### src/i2cbe_pkg.sv
// Shared definitions for the I2C master bit engine: field widths, op codes and
// default timing constants. No dependencies.

package i2cbe_pkg;

	localparam int unsigned OP_W    = 3;
	localparam int unsigned BYTE_W  = 8;
	localparam int unsigned DELAY_W = 16;

	// Command op codes carried on the request channel
	localparam logic [OP_W-1:0] OP_START    = 3'd0;
	localparam logic [OP_W-1:0] OP_STOP     = 3'd1;
	localparam logic [OP_W-1:0] OP_WRITE    = 3'd2;
	localparam logic [OP_W-1:0] OP_WAIT_ACK = 3'd3;
	localparam logic [OP_W-1:0] OP_READ     = 3'd4;

	localparam logic [DELAY_W-1:0] HALF_PERIOD_RST = 16'd5;

	localparam int unsigned READ_LEAD_TICKS_DEF = 30;
	localparam int unsigned ACK_POLL_LIMIT_DEF  = 253;
	localparam int unsigned EXTRA_TICKS_DEF     = 2;

endpackage

### src/i2cbe_cmd_if.sv
// Tick/command request channel of the I2C master bit engine.
// Depends on i2cbe_pkg for field widths.

interface i2cbe_cmd_if;
	logic                          valid;
	logic                          ready;
	logic                          cmd_valid;
	logic [i2cbe_pkg::OP_W-1:0]    op;
	logic [i2cbe_pkg::BYTE_W-1:0]  tx_byte;
	logic                          send_ack;
	logic                          sda_in;

	modport source (output valid, cmd_valid, op, tx_byte, send_ack, sda_in, input ready);
	modport sink   (input valid, cmd_valid, op, tx_byte, send_ack, sda_in, output ready);
endinterface

### src/i2cbe_res_if.sv
// Result channel of the I2C master bit engine: line levels and status per tick.
// Depends on i2cbe_pkg for field widths.

interface i2cbe_res_if;
	logic                          valid;
	logic                          ready;
	logic                          scl_out;
	logic                          sda_out;
	logic                          sda_drive;
	logic                          busy_res;
	logic                          done_res;
	logic [i2cbe_pkg::BYTE_W-1:0]  rx_byte;
	logic                          ack_failed;

	modport source (output valid, scl_out, sda_out, sda_drive, busy_res, done_res, rx_byte,
		ack_failed, input ready);
	modport sink   (input valid, scl_out, sda_out, sda_drive, busy_res, done_res, rx_byte,
		ack_failed, output ready);
endinterface

### src/i2c_master_bit_engine_unit.sv
// Top level of the I2C master bit engine: input register, bit sequencer, result register.
// Depends on i2cbe_pkg, i2cbe_cmd_if and i2cbe_res_if.
//
//  channel  | kind        | direction | moves
//  ---------+-------------+-----------+----------------------------------------------
//  cmd      | valid/ready | sink      | one timing tick per request, maybe a command
//  res      | valid/ready | source    | one result per tick: SCL/SDA levels, status
//  cfg      | write only  | sink      | half_period, taken on any edge with cfg_wr_en
//
// One request per clock sustained while res is not stalled; a request passes through the
// input register, then the sequencer step lands in the result register. Throughput is set by the single
// sequencer step per tick, which depends on the state left by the previous tick.
// Reset (arst_n low) returns to idle, SCL and SDA high and driven, half_period 5.
// A stall on res holds the result register; the input register then fills and
// cmd.ready drops until the result is taken.

module i2c_master_bit_engine_unit #(
	parameter int unsigned READ_LEAD_TICKS = i2cbe_pkg::READ_LEAD_TICKS_DEF,
	parameter int unsigned ACK_POLL_LIMIT  = i2cbe_pkg::ACK_POLL_LIMIT_DEF,
	parameter int unsigned EXTRA_TICKS     = i2cbe_pkg::EXTRA_TICKS_DEF
) (
	input  logic                             clk,
	input  logic                             arst_n,
	i2cbe_cmd_if.sink                        cmd,
	i2cbe_res_if.source                      res,
	input  logic                             cfg_wr_en,
	input  logic [i2cbe_pkg::DELAY_W-1:0]    cfg_wr_data
);

	localparam int unsigned DW = i2cbe_pkg::DELAY_W;
	localparam int unsigned BW = i2cbe_pkg::BYTE_W;

	// Sequencer phases
	typedef enum logic [4:0] {
		PH_IDLE,
		PH_ST_LOW, PH_ST_END,
		PH_SP_END,
		PH_WR_LO, PH_WR_HI, PH_WR_TAIL, PH_WR_END,
		PH_RD_LO, PH_RD_HI, PH_RD_ACK_LO, PH_RD_ACK_HI, PH_RD_ACK_END,
		PH_WA_SCL, PH_WA_POLL, PH_WA_STOP_END
	} phase_t;

	// Delay loads are clamped to 1..65535 ticks
	function automatic logic [DW-1:0] clamp_delay(input logic [DW:0] d);
		logic [DW-1:0] r;
		if (d == '0)
			r = {{(DW-1){1'b0}}, 1'b1};
		else if (d[DW])
			r = '1;
		else
			r = d[DW-1:0];
		return r;
	endfunction

	// Config register
	logic [DW-1:0] half_period_q;

	// Input register
	logic            vld_s1;
	logic            cmd_valid_s1;
	logic [2:0]      op_s1;
	logic [BW-1:0]   tx_byte_s1;
	logic            send_ack_s1;
	logic            sda_in_s1;

	// Sequencer state
	phase_t          ph_q;
	logic [DW-1:0]   dly_q;
	logic [3:0]      bit_q;
	logic [BW-1:0]   sh_q;
	logic [7:0]      poll_q;
	logic            ackc_q;
	logic            scl_q, sda_q, drv_q;
	logic            fail_q;
	logic [BW-1:0]   rx_q;

	// Result register
	logic            vld_s2;
	logic            scl_s2, sda_s2, drv_s2, busy_s2, done_s2, fail_s2;
	logic [BW-1:0]   rx_s2;

	// Next-state values
	phase_t          ph_n;
	logic [DW-1:0]   dly_n;
	logic [3:0]      bit_n;
	logic [BW-1:0]   sh_n;
	logic [7:0]      poll_n;
	logic            ackc_n;
	logic            scl_n, sda_n, drv_n;
	logic            fail_n;
	logic [BW-1:0]   rx_n;
	logic            done_n;

	logic            out_free;
	logic            step;
	logic [DW:0]     long_dly;
	logic [DW-1:0]   hp_dly;

	assign out_free  = !vld_s2 || res.ready;
	assign step      = vld_s1 && out_free;
	assign cmd.ready = !vld_s1 || out_free;

	assign long_dly = {1'b0, half_period_q} + (DW+1)'(EXTRA_TICKS);
	assign hp_dly   = clamp_delay({1'b0, half_period_q});

	// One sequencer step for the tick held in the input register
	always_comb begin
		ph_n   = ph_q;
		dly_n  = dly_q;
		bit_n  = bit_q;
		sh_n   = sh_q;
		poll_n = poll_q;
		ackc_n = ackc_q;
		scl_n  = scl_q;
		sda_n  = sda_q;
		drv_n  = drv_q;
		fail_n = fail_q;
		rx_n   = rx_q;
		done_n = 1'b0;

		if (ph_q == PH_IDLE) begin
			if (cmd_valid_s1) begin
				case (op_s1)
					i2cbe_pkg::OP_START: begin
						scl_n = 1'b1; sda_n = 1'b1; drv_n = 1'b1;
						dly_n = clamp_delay(long_dly);
						ph_n  = PH_ST_LOW;
					end
					i2cbe_pkg::OP_STOP: begin
						drv_n = 1'b1; scl_n = 1'b0; sda_n = 1'b0;
						dly_n = clamp_delay(long_dly);
						ph_n  = PH_SP_END;
					end
					i2cbe_pkg::OP_WRITE: begin
						sh_n  = tx_byte_s1;
						bit_n = '0;
						scl_n = 1'b0; drv_n = 1'b1;
						dly_n = hp_dly;
						ph_n  = PH_WR_LO;
					end
					i2cbe_pkg::OP_WAIT_ACK: begin
						fail_n = 1'b0; poll_n = '0;
						drv_n  = 1'b0; sda_n = 1'b1;
						dly_n  = clamp_delay(long_dly);
						ph_n   = PH_WA_SCL;
					end
					i2cbe_pkg::OP_READ: begin
						ackc_n = send_ack_s1;
						sh_n   = '0;
						bit_n  = '0;
						dly_n  = clamp_delay((DW+1)'(READ_LEAD_TICKS));
						ph_n   = PH_RD_LO;
					end
					default: ;
				endcase
			end
		end else if (dly_q > {{(DW-1){1'b0}}, 1'b1}) begin
			dly_n = dly_q - DW'(1);
		end else begin
			case (ph_q)
				PH_ST_LOW: begin
					sda_n = 1'b0;
					dly_n = clamp_delay(long_dly);
					ph_n  = PH_ST_END;
				end
				PH_ST_END: begin
					scl_n = 1'b0; done_n = 1'b1;
				end
				PH_SP_END: begin
					scl_n = 1'b1; sda_n = 1'b1; done_n = 1'b1;
				end
				PH_WR_LO: begin
					scl_n = 1'b0; sda_n = sh_q[BW-1];
					dly_n = hp_dly;
					ph_n  = PH_WR_HI;
				end
				PH_WR_HI: begin
					scl_n = 1'b1;
					sh_n  = {sh_q[BW-2:0], 1'b0};
					bit_n = bit_q + 4'd1;
					dly_n = hp_dly;
					ph_n  = (bit_n < 4'd8) ? PH_WR_LO : PH_WR_TAIL;
				end
				PH_WR_TAIL: begin
					scl_n = 1'b0;
					dly_n = {{(DW-1){1'b0}}, 1'b1};
					ph_n  = PH_WR_END;
				end
				PH_WR_END: done_n = 1'b1;
				PH_RD_LO: begin
					scl_n = 1'b0; drv_n = 1'b0;
					dly_n = hp_dly;
					ph_n  = PH_RD_HI;
				end
				PH_RD_HI: begin
					scl_n = 1'b1;
					sh_n  = {sh_q[BW-2:0], sda_in_s1};
					bit_n = bit_q + 4'd1;
					dly_n = hp_dly;
					ph_n  = (bit_n < 4'd8) ? PH_RD_LO : PH_RD_ACK_LO;
				end
				PH_RD_ACK_LO: begin
					scl_n = 1'b0; drv_n = 1'b1; sda_n = !ackc_q;
					dly_n = ackc_q ? hp_dly : clamp_delay(long_dly);
					ph_n  = PH_RD_ACK_HI;
				end
				PH_RD_ACK_HI: begin
					scl_n = 1'b1;
					dly_n = ackc_q ? hp_dly : clamp_delay(long_dly);
					ph_n  = PH_RD_ACK_END;
				end
				PH_RD_ACK_END: begin
					scl_n = 1'b0; rx_n = sh_q; done_n = 1'b1;
				end
				PH_WA_SCL: begin
					scl_n = 1'b1;
					dly_n = clamp_delay(long_dly);
					ph_n  = PH_WA_POLL;
				end
				PH_WA_POLL: begin
					if (!sda_in_s1) begin
						scl_n = 1'b0; done_n = 1'b1;
					end else if (({1'b0, poll_q} + 9'd1) > 9'(ACK_POLL_LIMIT)) begin
						// timeout: send a stop and flag it at the end
						drv_n = 1'b1; scl_n = 1'b0; sda_n = 1'b0;
						dly_n = clamp_delay(long_dly);
						ph_n  = PH_WA_STOP_END;
					end else begin
						poll_n = poll_q + 8'd1;
						dly_n  = {{(DW-1){1'b0}}, 1'b1};
					end
				end
				PH_WA_STOP_END: begin
					scl_n = 1'b1; sda_n = 1'b1; fail_n = 1'b1; done_n = 1'b1;
				end
				default: done_n = 1'b1;
			endcase
			if (done_n) begin
				ph_n  = PH_IDLE;
				dly_n = '0;
			end
		end
	end

	always_ff @(posedge clk or negedge arst_n) begin
		if (!arst_n) begin
			half_period_q <= i2cbe_pkg::HALF_PERIOD_RST;
			vld_s1 <= 1'b0;
			vld_s2 <= 1'b0;
			ph_q   <= PH_IDLE;
			dly_q  <= '0;
			bit_q  <= '0;
			sh_q   <= '0;
			poll_q <= '0;
			ackc_q <= 1'b0;
			scl_q  <= 1'b1;
			sda_q  <= 1'b1;
			drv_q  <= 1'b1;
			fail_q <= 1'b0;
			rx_q   <= '0;
		end else begin
			if (cfg_wr_en)
				half_period_q <= cfg_wr_data;

			if (cmd.valid && cmd.ready) begin
				vld_s1       <= 1'b1;
				cmd_valid_s1 <= cmd.cmd_valid;
				op_s1        <= cmd.op;
				tx_byte_s1   <= cmd.tx_byte;
				send_ack_s1  <= cmd.send_ack;
				sda_in_s1    <= cmd.sda_in;
			end else if (step) begin
				vld_s1 <= 1'b0;
			end

			if (step) begin
				ph_q   <= ph_n;
				dly_q  <= dly_n;
				bit_q  <= bit_n;
				sh_q   <= sh_n;
				poll_q <= poll_n;
				ackc_q <= ackc_n;
				scl_q  <= scl_n;
				sda_q  <= sda_n;
				drv_q  <= drv_n;
				fail_q <= fail_n;
				rx_q   <= rx_n;
				// result shows the state after this tick
				vld_s2  <= 1'b1;
				scl_s2  <= scl_n;
				sda_s2  <= sda_n;
				drv_s2  <= drv_n;
				busy_s2 <= (ph_n != PH_IDLE);
				done_s2 <= done_n;
				rx_s2   <= rx_n;
				fail_s2 <= fail_n;
			end else if (res.ready) begin
				vld_s2 <= 1'b0;
			end
		end
	end

	assign res.valid      = vld_s2;
	assign res.scl_out    = scl_s2;
	assign res.sda_out    = sda_s2;
	assign res.sda_drive  = drv_s2;
	assign res.busy_res   = busy_s2;
	assign res.done_res   = done_s2;
	assign res.rx_byte    = rx_s2;
	assign res.ack_failed = fail_s2;

endmodule

### src/flat_wrapper.sv
// flat-port wrapper written by rule: the top's interface ports become plain ports
module i2c_master_bit_engine_unit_flat 
#(
	parameter int unsigned READ_LEAD_TICKS = i2cbe_pkg::READ_LEAD_TICKS_DEF,
	parameter int unsigned ACK_POLL_LIMIT  = i2cbe_pkg::ACK_POLL_LIMIT_DEF,
	parameter int unsigned EXTRA_TICKS     = i2cbe_pkg::EXTRA_TICKS_DEF
)
  (clk, arst_n, cfg_wr_en, cfg_wr_data, cmd_valid, cmd_cmd_valid, cmd_op, cmd_tx_byte, cmd_send_ack, cmd_sda_in, cmd_ready, res_valid, res_scl_out, res_sda_out, res_sda_drive, res_busy_res, res_done_res, res_rx_byte, res_ack_failed, res_ready);
  i2cbe_cmd_if cmd_i ();
  i2cbe_res_if res_i ();
  input  logic clk;
  input  logic arst_n;
  input  logic cfg_wr_en;
  input  logic [i2cbe_pkg::DELAY_W-1:0] cfg_wr_data;
  input wire logic [$bits(cmd_i.valid)-1:0] cmd_valid;
  input wire logic [$bits(cmd_i.cmd_valid)-1:0] cmd_cmd_valid;
  input wire logic [$bits(cmd_i.op)-1:0] cmd_op;
  input wire logic [$bits(cmd_i.tx_byte)-1:0] cmd_tx_byte;
  input wire logic [$bits(cmd_i.send_ack)-1:0] cmd_send_ack;
  input wire logic [$bits(cmd_i.sda_in)-1:0] cmd_sda_in;
  output wire logic [$bits(cmd_i.ready)-1:0] cmd_ready;
  output wire logic [$bits(res_i.valid)-1:0] res_valid;
  output wire logic [$bits(res_i.scl_out)-1:0] res_scl_out;
  output wire logic [$bits(res_i.sda_out)-1:0] res_sda_out;
  output wire logic [$bits(res_i.sda_drive)-1:0] res_sda_drive;
  output wire logic [$bits(res_i.busy_res)-1:0] res_busy_res;
  output wire logic [$bits(res_i.done_res)-1:0] res_done_res;
  output wire logic [$bits(res_i.rx_byte)-1:0] res_rx_byte;
  output wire logic [$bits(res_i.ack_failed)-1:0] res_ack_failed;
  input wire logic [$bits(res_i.ready)-1:0] res_ready;
  assign cmd_i.valid = cmd_valid;
  assign cmd_i.cmd_valid = cmd_cmd_valid;
  assign cmd_i.op = cmd_op;
  assign cmd_i.tx_byte = cmd_tx_byte;
  assign cmd_i.send_ack = cmd_send_ack;
  assign cmd_i.sda_in = cmd_sda_in;
  assign cmd_ready = cmd_i.ready;
  assign res_valid = res_i.valid;
  assign res_scl_out = res_i.scl_out;
  assign res_sda_out = res_i.sda_out;
  assign res_sda_drive = res_i.sda_drive;
  assign res_busy_res = res_i.busy_res;
  assign res_done_res = res_i.done_res;
  assign res_rx_byte = res_i.rx_byte;
  assign res_ack_failed = res_i.ack_failed;
  assign res_i.ready = res_ready;
  i2c_master_bit_engine_unit #(.READ_LEAD_TICKS(READ_LEAD_TICKS), .ACK_POLL_LIMIT(ACK_POLL_LIMIT), .EXTRA_TICKS(EXTRA_TICKS)) u_core (.clk(clk), .arst_n(arst_n), .cmd(cmd_i), .res(res_i), .cfg_wr_en(cfg_wr_en), .cfg_wr_data(cfg_wr_data));
endmodule
### config.mk
export PLATFORM = sky130hd
export DESIGN_NAME = i2c_master_bit_engine_unit_flat
export DESIGN_NICKNAME = d
export VERILOG_FILES = /design/src/i2cbe_pkg.sv /design/src/i2cbe_cmd_if.sv /design/src/i2cbe_res_if.sv /design/src/i2c_master_bit_engine_unit.sv /design/src/flat_wrapper.sv
export SDC_FILE = /design/constraint.sdc
export NUM_CORES = 1
export LEC_CHECK = 0
export BUFFER_PORTS_ARGS = -buffer_cell sky130_fd_sc_hd__buf_2
export CAP_MARGIN = 40
export CORE_ASPECT_RATIO = 0.75
export CORE_MARGIN = 2
export CORE_UTILIZATION = 50
export DETAILED_ROUTE_END_ITERATION = 12
export GPL_TIMING_DRIVEN = 0
export PLACE_DENSITY = 0.74
export REMOVE_ABC_BUFFERS = 1
export SYNTH_ARGS = -nofsm -noshare
export SYNTH_HDL_FRONTEND = slang
export SYNTH_SLANG_ARGS = --single-unit
### constraint.sdc
create_clock -name clk -period 3.4 [get_ports clk]
set_clock_uncertainty 0.2 [all_clocks]
set_input_delay 0.68 -clock clk [delete_from_list [all_inputs] [get_ports clk]]
set_output_delay 0.68 -clock clk [all_outputs]
set_load 0.005 [all_outputs]
==> summary.md, run 1 <==
Run status
• result of the run: complete, no violations

Route
• DRC: 0
• number of search-and-repair iterations in the first detailed-routing pass: 5
• Starting DRT DRC Count: 581
• via count: 5731
• Detailed Route WL: 17500 um
• antenna viol nets, final: 0
• Avg WL per Cell: 19.6 um
• post-DR vias/cell: 6.42

Yosys
• Synth Area per Inst: 8.94 um^2
• share of synthesized area occupied by flip-flops and latches: 0.424
• Cells after Synth: 699
• combined area of all synthesized cells: 0.00625 mm^2
• number of distinct library cells after synthesis: 76
• synthesized flop and latch total: 100
• number of warnings reported in the yosys synthesis log: 0
• async set-or-reset flop fraction in the synthesized netlist: 0.720
• Most used DFF post-synth: sky130_fd_sc_hd__dfrtp_1
• count of flip-flops with a built-in enable after synthesis: 28

Floorplan
• Core Region: 0.0123 mm^2
• starting density of the core: 0.510
• Site Rows: 35
• DIE AREA: 0.0134 mm^2
• number of I/O pins: 51
• width of the die: 133 um
• y dimension of the die: 101 um

Timing
• min cycle time layout: 3310 ps
• final critical-path setup slack: 91.9 ps
• final critical-path share of the clock period: 0.973
• worst hold margin: 55.2 ps
• number of endpoints failing setup at the final stage: 0
• TNS Setup: 0 ps
• count of pins over their slew limit: 0
• relative slew slack: 0.458
• number of failing hold endpoints at the final stage: 0
• fmax: 302 MHz
• setup repair after global routing missed its margin: false
• pin slew with the least headroom to its limit: 811 ps

Worst setup path
• Critical R2R Capture: u_core.res.sda_out$_DFFE_PP_
• endpoint of the worst setup timing path: u_core.res.sda_out$_DFFE_PP_
• Setup crit start: u_core.dly_q[10]$_DFFE_PN0P_
• CP Capture Type: flop
• cell with the largest stage delay on the worst path: sky130_fd_sc_hd__or4_4
• worst path cell trace: or4_4, or3_1, nor4_4, nor2b_1, mux2_1, a31oi_1, o21ai_0
• count of cells along the worst register-to-register path: 7
• largest fanout on the critical path: 7
• Req. time, crit path: 3280 ps
• data arrival time of the critical path: 3190 ps
• Crit Reg-Reg Startpoint: u_core.dly_q[10]$_DFFE_PN0P_
• Worst Setup Path Type: reg2reg
• slack of the worst reg-to-reg path: 90 ps
• largest incremental delay on the critical path: 560 ps
• crit start category: flop

Final layout
• Register Area: 0.00265 mm^2
• fill cell instance count of the final layout: 1087
• non-filler instance count after layout: 893
• number of antenna cells inserted: 0
• Synth-to-Final Area Change: 11.8%
• layout cell share with drive strength beyond 1: 0.190
• multi-input logic area: 0.00341 mm^2
• nets@finish: 763

Clock tree
• clock sink total: 100
• Root Buffer Master: sky130_fd_sc_hd__clkbuf_16
• register clock-pin slew on the reported worst setup and hold paths: 80 ps
• clock network latency to the later pin of the worst-skew pair: 360 ps
• quantity of hold-fixing buffers added after cts: 0
• number of buffers on the longest clock path: 2
• CTS tree: yes
• Num CTS Buffers: 9
• H-tree Lvls: 3

Job
• Max Cap Violations: 0

Global routing
• first-pass GRT wire length: 27800 um
• via count of the first global-routing pass: 5163
• antenna violations before repair: 0
• total global-route track usage: 0.264
• largest net degree at the start of global routing: 47
• aggregate global routing overflow: 0

Pwr
• Leak: 2.74 nW
• peak supply drop: 0.453 mV
• post-layout total power: 5.06 mW
• Cell Pwr Density: 724 mW/mm^2

Min path
• classification of the worst-slack hold path: in2async

Placed design
• count of buffers inserted at the top-level ports: 50
• global placer's final weighted congestion: 0.947
• Placement Setup Slack: -35.1 ps
• DPL Wire Length: 12700 um
• number of cells in the design after placement: 876

[logic make-up (layout without fill, tap and decap cells)]
logic type               after synthesis  in the layout  share of synthesized area
XOR/XNOR                              13             13                     0.0182
flip-flops                           100            100                      0.424
AO/OA/AOI/OAI                        204            204                      0.210
AND/OR/NAND/NOR                      281            281                      0.232
buffers and inverters                 57             85                     0.0368
adder cells (fa/ha/maj)                6              6                     0.0120
multiplexers                          38             38                     0.0676
[sequential cells by signal, summed over array words and instances (netlist names), 3 cells and up]
| name | cells |
|---|---|
| u_core.op_s1 | 3 |
| u_core.sh_q | 8 |
| u_core.half_period_q | 16 |
| u_core.bit_q | 4 |
| u_core.res.rx_byte | 8 |
| u_core.rx_q | 8 |
| u_core.tx_byte_s1 | 8 |
| u_core.poll_q | 8 |
| u_core.dly_q | 16 |
| u_core.ph_q | 5 |
[metrics by stage]
step / cell area (um^2) / util
detailed placement: 6630 / 0.541
global route: 6990 / 0.570
finish: 6990 / 0.570
floorplan: 6070 / -
global placement: 6530 / 0.532
CTS: 6970 / 0.568
[layout by cell type (no fill, tap or decap), types with 5 or more instances in the layout]
cell and instances:
sky130_fd_sc_hd__nor2_1 56, sky130_fd_sc_hd__nor4_1 10, sky130_fd_sc_hd__dfstp_2 5, sky130_fd_sc_hd__nand3_1 26
sky130_fd_sc_hd__a21oi_1 41, sky130_fd_sc_hd__buf_2 49, sky130_fd_sc_hd__inv_1 12, sky130_fd_sc_hd__o22ai_1 5
sky130_fd_sc_hd__nand2_1 77, sky130_fd_sc_hd__or3_1 11, sky130_fd_sc_hd__ha_1 6, sky130_fd_sc_hd__nand3b_1 5
sky130_fd_sc_hd__nor3b_1 5, sky130_fd_sc_hd__o211ai_1 6, sky130_fd_sc_hd__a22oi_1 7, sky130_fd_sc_hd__dfrtp_1 67
sky130_fd_sc_hd__xnor2_1 9, sky130_fd_sc_hd__edfxtp_1 28, sky130_fd_sc_hd__nor2b_1 16, sky130_fd_sc_hd__and3_1 14
sky130_fd_sc_hd__mux2_2 33, sky130_fd_sc_hd__a31oi_1 10, sky130_fd_sc_hd__nor3_1 18, sky130_fd_sc_hd__o31ai_1 6
sky130_fd_sc_hd__nand2b_1 10, sky130_fd_sc_hd__nand4_1 5, sky130_fd_sc_hd__a221oi_1 5, sky130_fd_sc_hd__clkbuf_16 9
sky130_fd_sc_hd__o21ai_0 66
[area by class of cell]
type | count | share of cell area
Clock buffer | 9 | 0.0322
Clock inverter | 7 | 0.0131
Inverter | 12 | 0.00644
Multi-Input combinational cell | 542 | 0.488
Sequential cell | 100 | 0.379
Tap cell | 166 | 0.0297
Timing Repair Buffer | 57 | 0.0515
[worst min path at each step]
| stage | start | end | slack [ps] | cells past startpoint |
|---|---|---|---|---|
| after floorplan | arst_n | u_core.ackc_q$_DFFE_PN0P_ | 180 | 0 |
| after global placement | u_core.fail_q$_DFFE_PN0P_ | u_core.fail_q$_DFFE_PN0P_ | 270 | 2 |
| after detailed placement | u_core.fail_q$_DFFE_PN0P_ | u_core.fail_q$_DFFE_PN0P_ | 290 | 2 |
| after CTS | arst_n | u_core.dly_q[6]$_DFFE_PN0P_ | 70 | 1 |
| after global routing | arst_n | u_core.dly_q[6]$_DFFE_PN0P_ | 80 | 1 |
| final | arst_n | u_core.ph_q[0]$_DFFE_PN0P_ | 60 | 1 |
[synthesized netlist by cell type, types with 12 or more instances]
| master | number | share of area |
|---|---|---|
| sky130_fd_sc_hd__nand2_1 | 77 | 0.046 |
| sky130_fd_sc_hd__dfrtp_1 | 67 | 0.27 |
| sky130_fd_sc_hd__o21ai_0 | 67 | 0.054 |
| sky130_fd_sc_hd__nor2_1 | 56 | 0.034 |
| sky130_fd_sc_hd__a21oi_1 | 43 | 0.034 |
| sky130_fd_sc_hd__clkbuf_1 | 36 | 0.022 |
| sky130_fd_sc_hd__mux2_2 | 33 | 0.059 |
| sky130_fd_sc_hd__edfxtp_1 | 28 | 0.13 |
| sky130_fd_sc_hd__nand3_1 | 26 | 0.021 |
| sky130_fd_sc_hd__nor3_1 | 19 | 0.015 |
| sky130_fd_sc_hd__nor2b_1 | 17 | 0.017 |
| sky130_fd_sc_hd__and3_1 | 14 | 0.014 |
| sky130_fd_sc_hd__inv_1 | 12 | 0.0072 |
[worst max-delay path: cells and delay by family (launching register included)]
kind,cells,cell delay (ps)
muxes,1,350
AOI/OAI and AO/OA,2,370
DFF,1,450
and+or+nand+nor,4,1660
[metal layers]
| layer | wire length, um | share of wire | GRT usage | vias up |
|---|---|---|---|---|
| li1 | - | - | - | 2641 |
| met1 | 8210 | 0.47 | 0.404 | 2768 |
| met2 | 7410 | 0.42 | 0.381 | 299 |
| met3 | 1680 | 0.096 | 0.0613 | 23 |
| met4 | 186 | 0.011 | 0.0589 | 0 |
| met5 | 0 | 0 | 0 | - |
[what timing repair did]
| item | 4_1_cts | 5_1_grt |
|---|---|---|
| setup buffers | 1 | 0 |
| resized for setup | 3 | 5 |
| setup endpoints to repair | 11 | 11 |
| pin swaps | 1 | 0 |
[report_power, final]
group	internal (mW)	leakage [nW]	total (mW)	switching, mW
logic	0.832	1.41	2.14	1.31
registers	1.49	1.17	1.87	0.381
clock network	0.529	0.152	1.05	0.525
No activity file was read; power rests on OpenSTA's default activity.
==> run 2, diff against run 1 <==
--- a/config.mk
+++ b/config.mk
@@ -12,7 +12,7 @@
 export CORE_UTILIZATION = 50
 export DETAILED_ROUTE_END_ITERATION = 12
 export GPL_TIMING_DRIVEN = 0
-export PLACE_DENSITY = 0.74
+export PLACE_DENSITY = 0.68
 export REMOVE_ABC_BUFFERS = 1
 export SYNTH_ARGS = -nofsm -noshare
 export SYNTH_HDL_FRONTEND = slang
==> summary.md, run 2 (synthesis results as in run 1) <==
Route
• uppermost metal layer occupied by signal nets: met4
• Metal-1 WL: 8260 um
• via count: 5644
• Detail Route met3 WL: 1690 um
• Avg WL per Cell: 19.2 um
• Detailed Route WL: 17100 um
• Starting DRT DRC Count: 643
• number of search-and-repair iterations in the first detailed-routing pass: 7
• post-DR vias/cell: 6.32
• Detail Route met2 WL: 7090 um
• DRC: 0
• antenna viol nets, final: 0

Floorplan
• number of I/O pins: 51
• width of the die: 133 um
• DIE AREA: 0.0134 mm^2
• y dimension of the die: 101 um
• Site Rows: 35
• Core Region: 0.0123 mm^2
• starting density of the core: 0.510

Final layout
• nets@finish: 763
• final instance area: 0.00697 mm^2
• non-filler instance count after layout: 893
• commonest non-fill, non-tap cell in the layout: sky130_fd_sc_hd__nand2_1
• layout cell share with drive strength beyond 1: 0.188
• registers with the highest flip-flop counts: u_core.dly_q (16), u_core.half_period_q (16)
• fill cell instance count of the final layout: 1110
• Register Area: 0.00265 mm^2
• number of antenna cells inserted: 0
• Synth-to-Final Area Change: 11.5%
• utilization after layout: 0.568
• commonest non-fill, non-tap cells in the layout: 77 x sky130_fd_sc_hd__nand2_1, 67 x sky130_fd_sc_hd__dfrtp_1, 66 x sky130_fd_sc_hd__o21ai_0, 56 x sky130_fd_sc_hd__nor2_1, 49 x sky130_fd_sc_hd__buf_2
• multi-input logic area: 0.00342 mm^2

Clock tree
• register clock-pin slew on the reported worst setup and hold paths: 80 ps
• number of buffers on the longest clock path: 2
• clock network latency to the later pin of the worst-skew pair: 350 ps
• CTS tree: yes
• clock sink total: 100
• H-tree Lvls: 3
• Root Buffer Master: sky130_fd_sc_hd__clkbuf_16
• Num CTS Buffers: 9

Worst setup path
• crit start category: flop
• data arrival time of the critical path: 3130 ps
• largest fanout on the critical path: 7
• Req. time, crit path: 3280 ps
• CP Capture Type: flop
• Worst Setup Path Type: reg2reg

Timing
• number of endpoints failing setup at the final stage: 0
• relative slew slack: 0.454
• final critical-path share of the clock period: 0.956
• TNS Setup: 0 ps
• min cycle time layout: 3250 ps
• final critical-path setup slack: 148 ps
• pin slew with the least headroom to its limit: 816 ps
• fmax: 308 MHz
• setup repair after global routing missed its margin: false
• number of failing hold endpoints at the final stage: 0
• count of pins over their slew limit: 0
• worst hold margin: 21.4 ps

Run status
• result of the run: complete, no violations

Job
• Max Cap Violations: 0

Global routing
• total global-route track usage: 0.268
• via count of the first global-routing pass: 5153
• largest net degree at the start of global routing: 52
• antenna violations before repair: 0
• first-pass GRT wire length: 28200 um
• aggregate global routing overflow: 0

Min path
• classification of the worst-slack hold path: in2async

Placed design
• Placement Setup Slack: -42.9 ps
• number of cells in the design after placement: 876
• global placer's final weighted congestion: 0.978
• DPL Wire Length: 12500 um
• count of buffers inserted at the top-level ports: 50
• Area after DPL: 0.00663 mm^2

Pwr
• Leak: 2.72 nW
• Cell Pwr Density: 717 mW/mm^2
• post-layout total power: 5.00 mW
• peak supply drop: 0.296 mV

-- run 2: changes by cell type in the layout (fill, tap and decap cells not counted), sizes merged --
cell	before	now
clkinvlp	0	1
clkinv	5	3
inv	14	15
-- run 2: cell type report --
cell class,count,share of cell area
Tap cell,166,0.0298
Timing Repair Buffer,57,0.0512
Clock inverter,7,0.00969
Inverter,12,0.00646
Sequential cell,100,0.380
Clock buffer,9,0.0323
Multi-Input combinational cell,542,0.491
-- run 2: final timing paths --
check / from / endpoint / slack (ps) / cells past startpoint
max in group asynchronous: arst_n / u_core.drv_q$_DFFE_PN1P_ / 2360 / 2
min in group clk: u_core.fail_q$_DFFE_PN0P_ / u_core.fail_q$_DFFE_PN0P_ / 290 / 2
hold / removal: arst_n / u_core.half_period_q[13]$_DFFE_PN0P_ / 20 / 1
setup / recovery: u_core.dly_q[12]$_DFFE_PN0P_ / u_core.res.sda_out$_DFFE_PP_ / 150 / 7
setup reg to reg: u_core.dly_q[12]$_DFFE_PN0P_ / u_core.res.sda_out$_DFFE_PP_ / 150 / 7
hold reg to reg: u_core.fail_q$_DFFE_PN0P_ / u_core.fail_q$_DFFE_PN0P_ / 290 / 2
-- run 2: timing repair --
action	CTS	global route
buffers inserted	0	1
resized for setup	4	5
pin swaps	0	1
hold buffers	0	0
endpoints found under the setup margin	2	24
-- run 2: power breakdown --
group	switching, mW	total [mW]	internal (mW)
sequential	0.367	1.85	1.49
clock	0.496	1.01	0.516
combinational	1.30	2.13	0.828
total	2.16	5.00	2.83
-- run 2: layer usage --
layer / global-route usage / up-vias
met2: 0.375 / 299
met3: 0.0649 / 14
li1: - / 2639
met4: 0.0499 / 0
met5: 0 / -
met1: 0.422 / 2692
-- run 2: critical path, stage by stage, from the launching register on --
cell	delay (ps)
sky130_fd_sc_hd__dfrtp_1	420
sky130_fd_sc_hd__or4_4	570
sky130_fd_sc_hd__or3_1	500
sky130_fd_sc_hd__nor4_4	350
sky130_fd_sc_hd__nor2b_1	200
sky130_fd_sc_hd__mux2_1	330
sky130_fd_sc_hd__a31oi_1	240
sky130_fd_sc_hd__o21ai_0	160
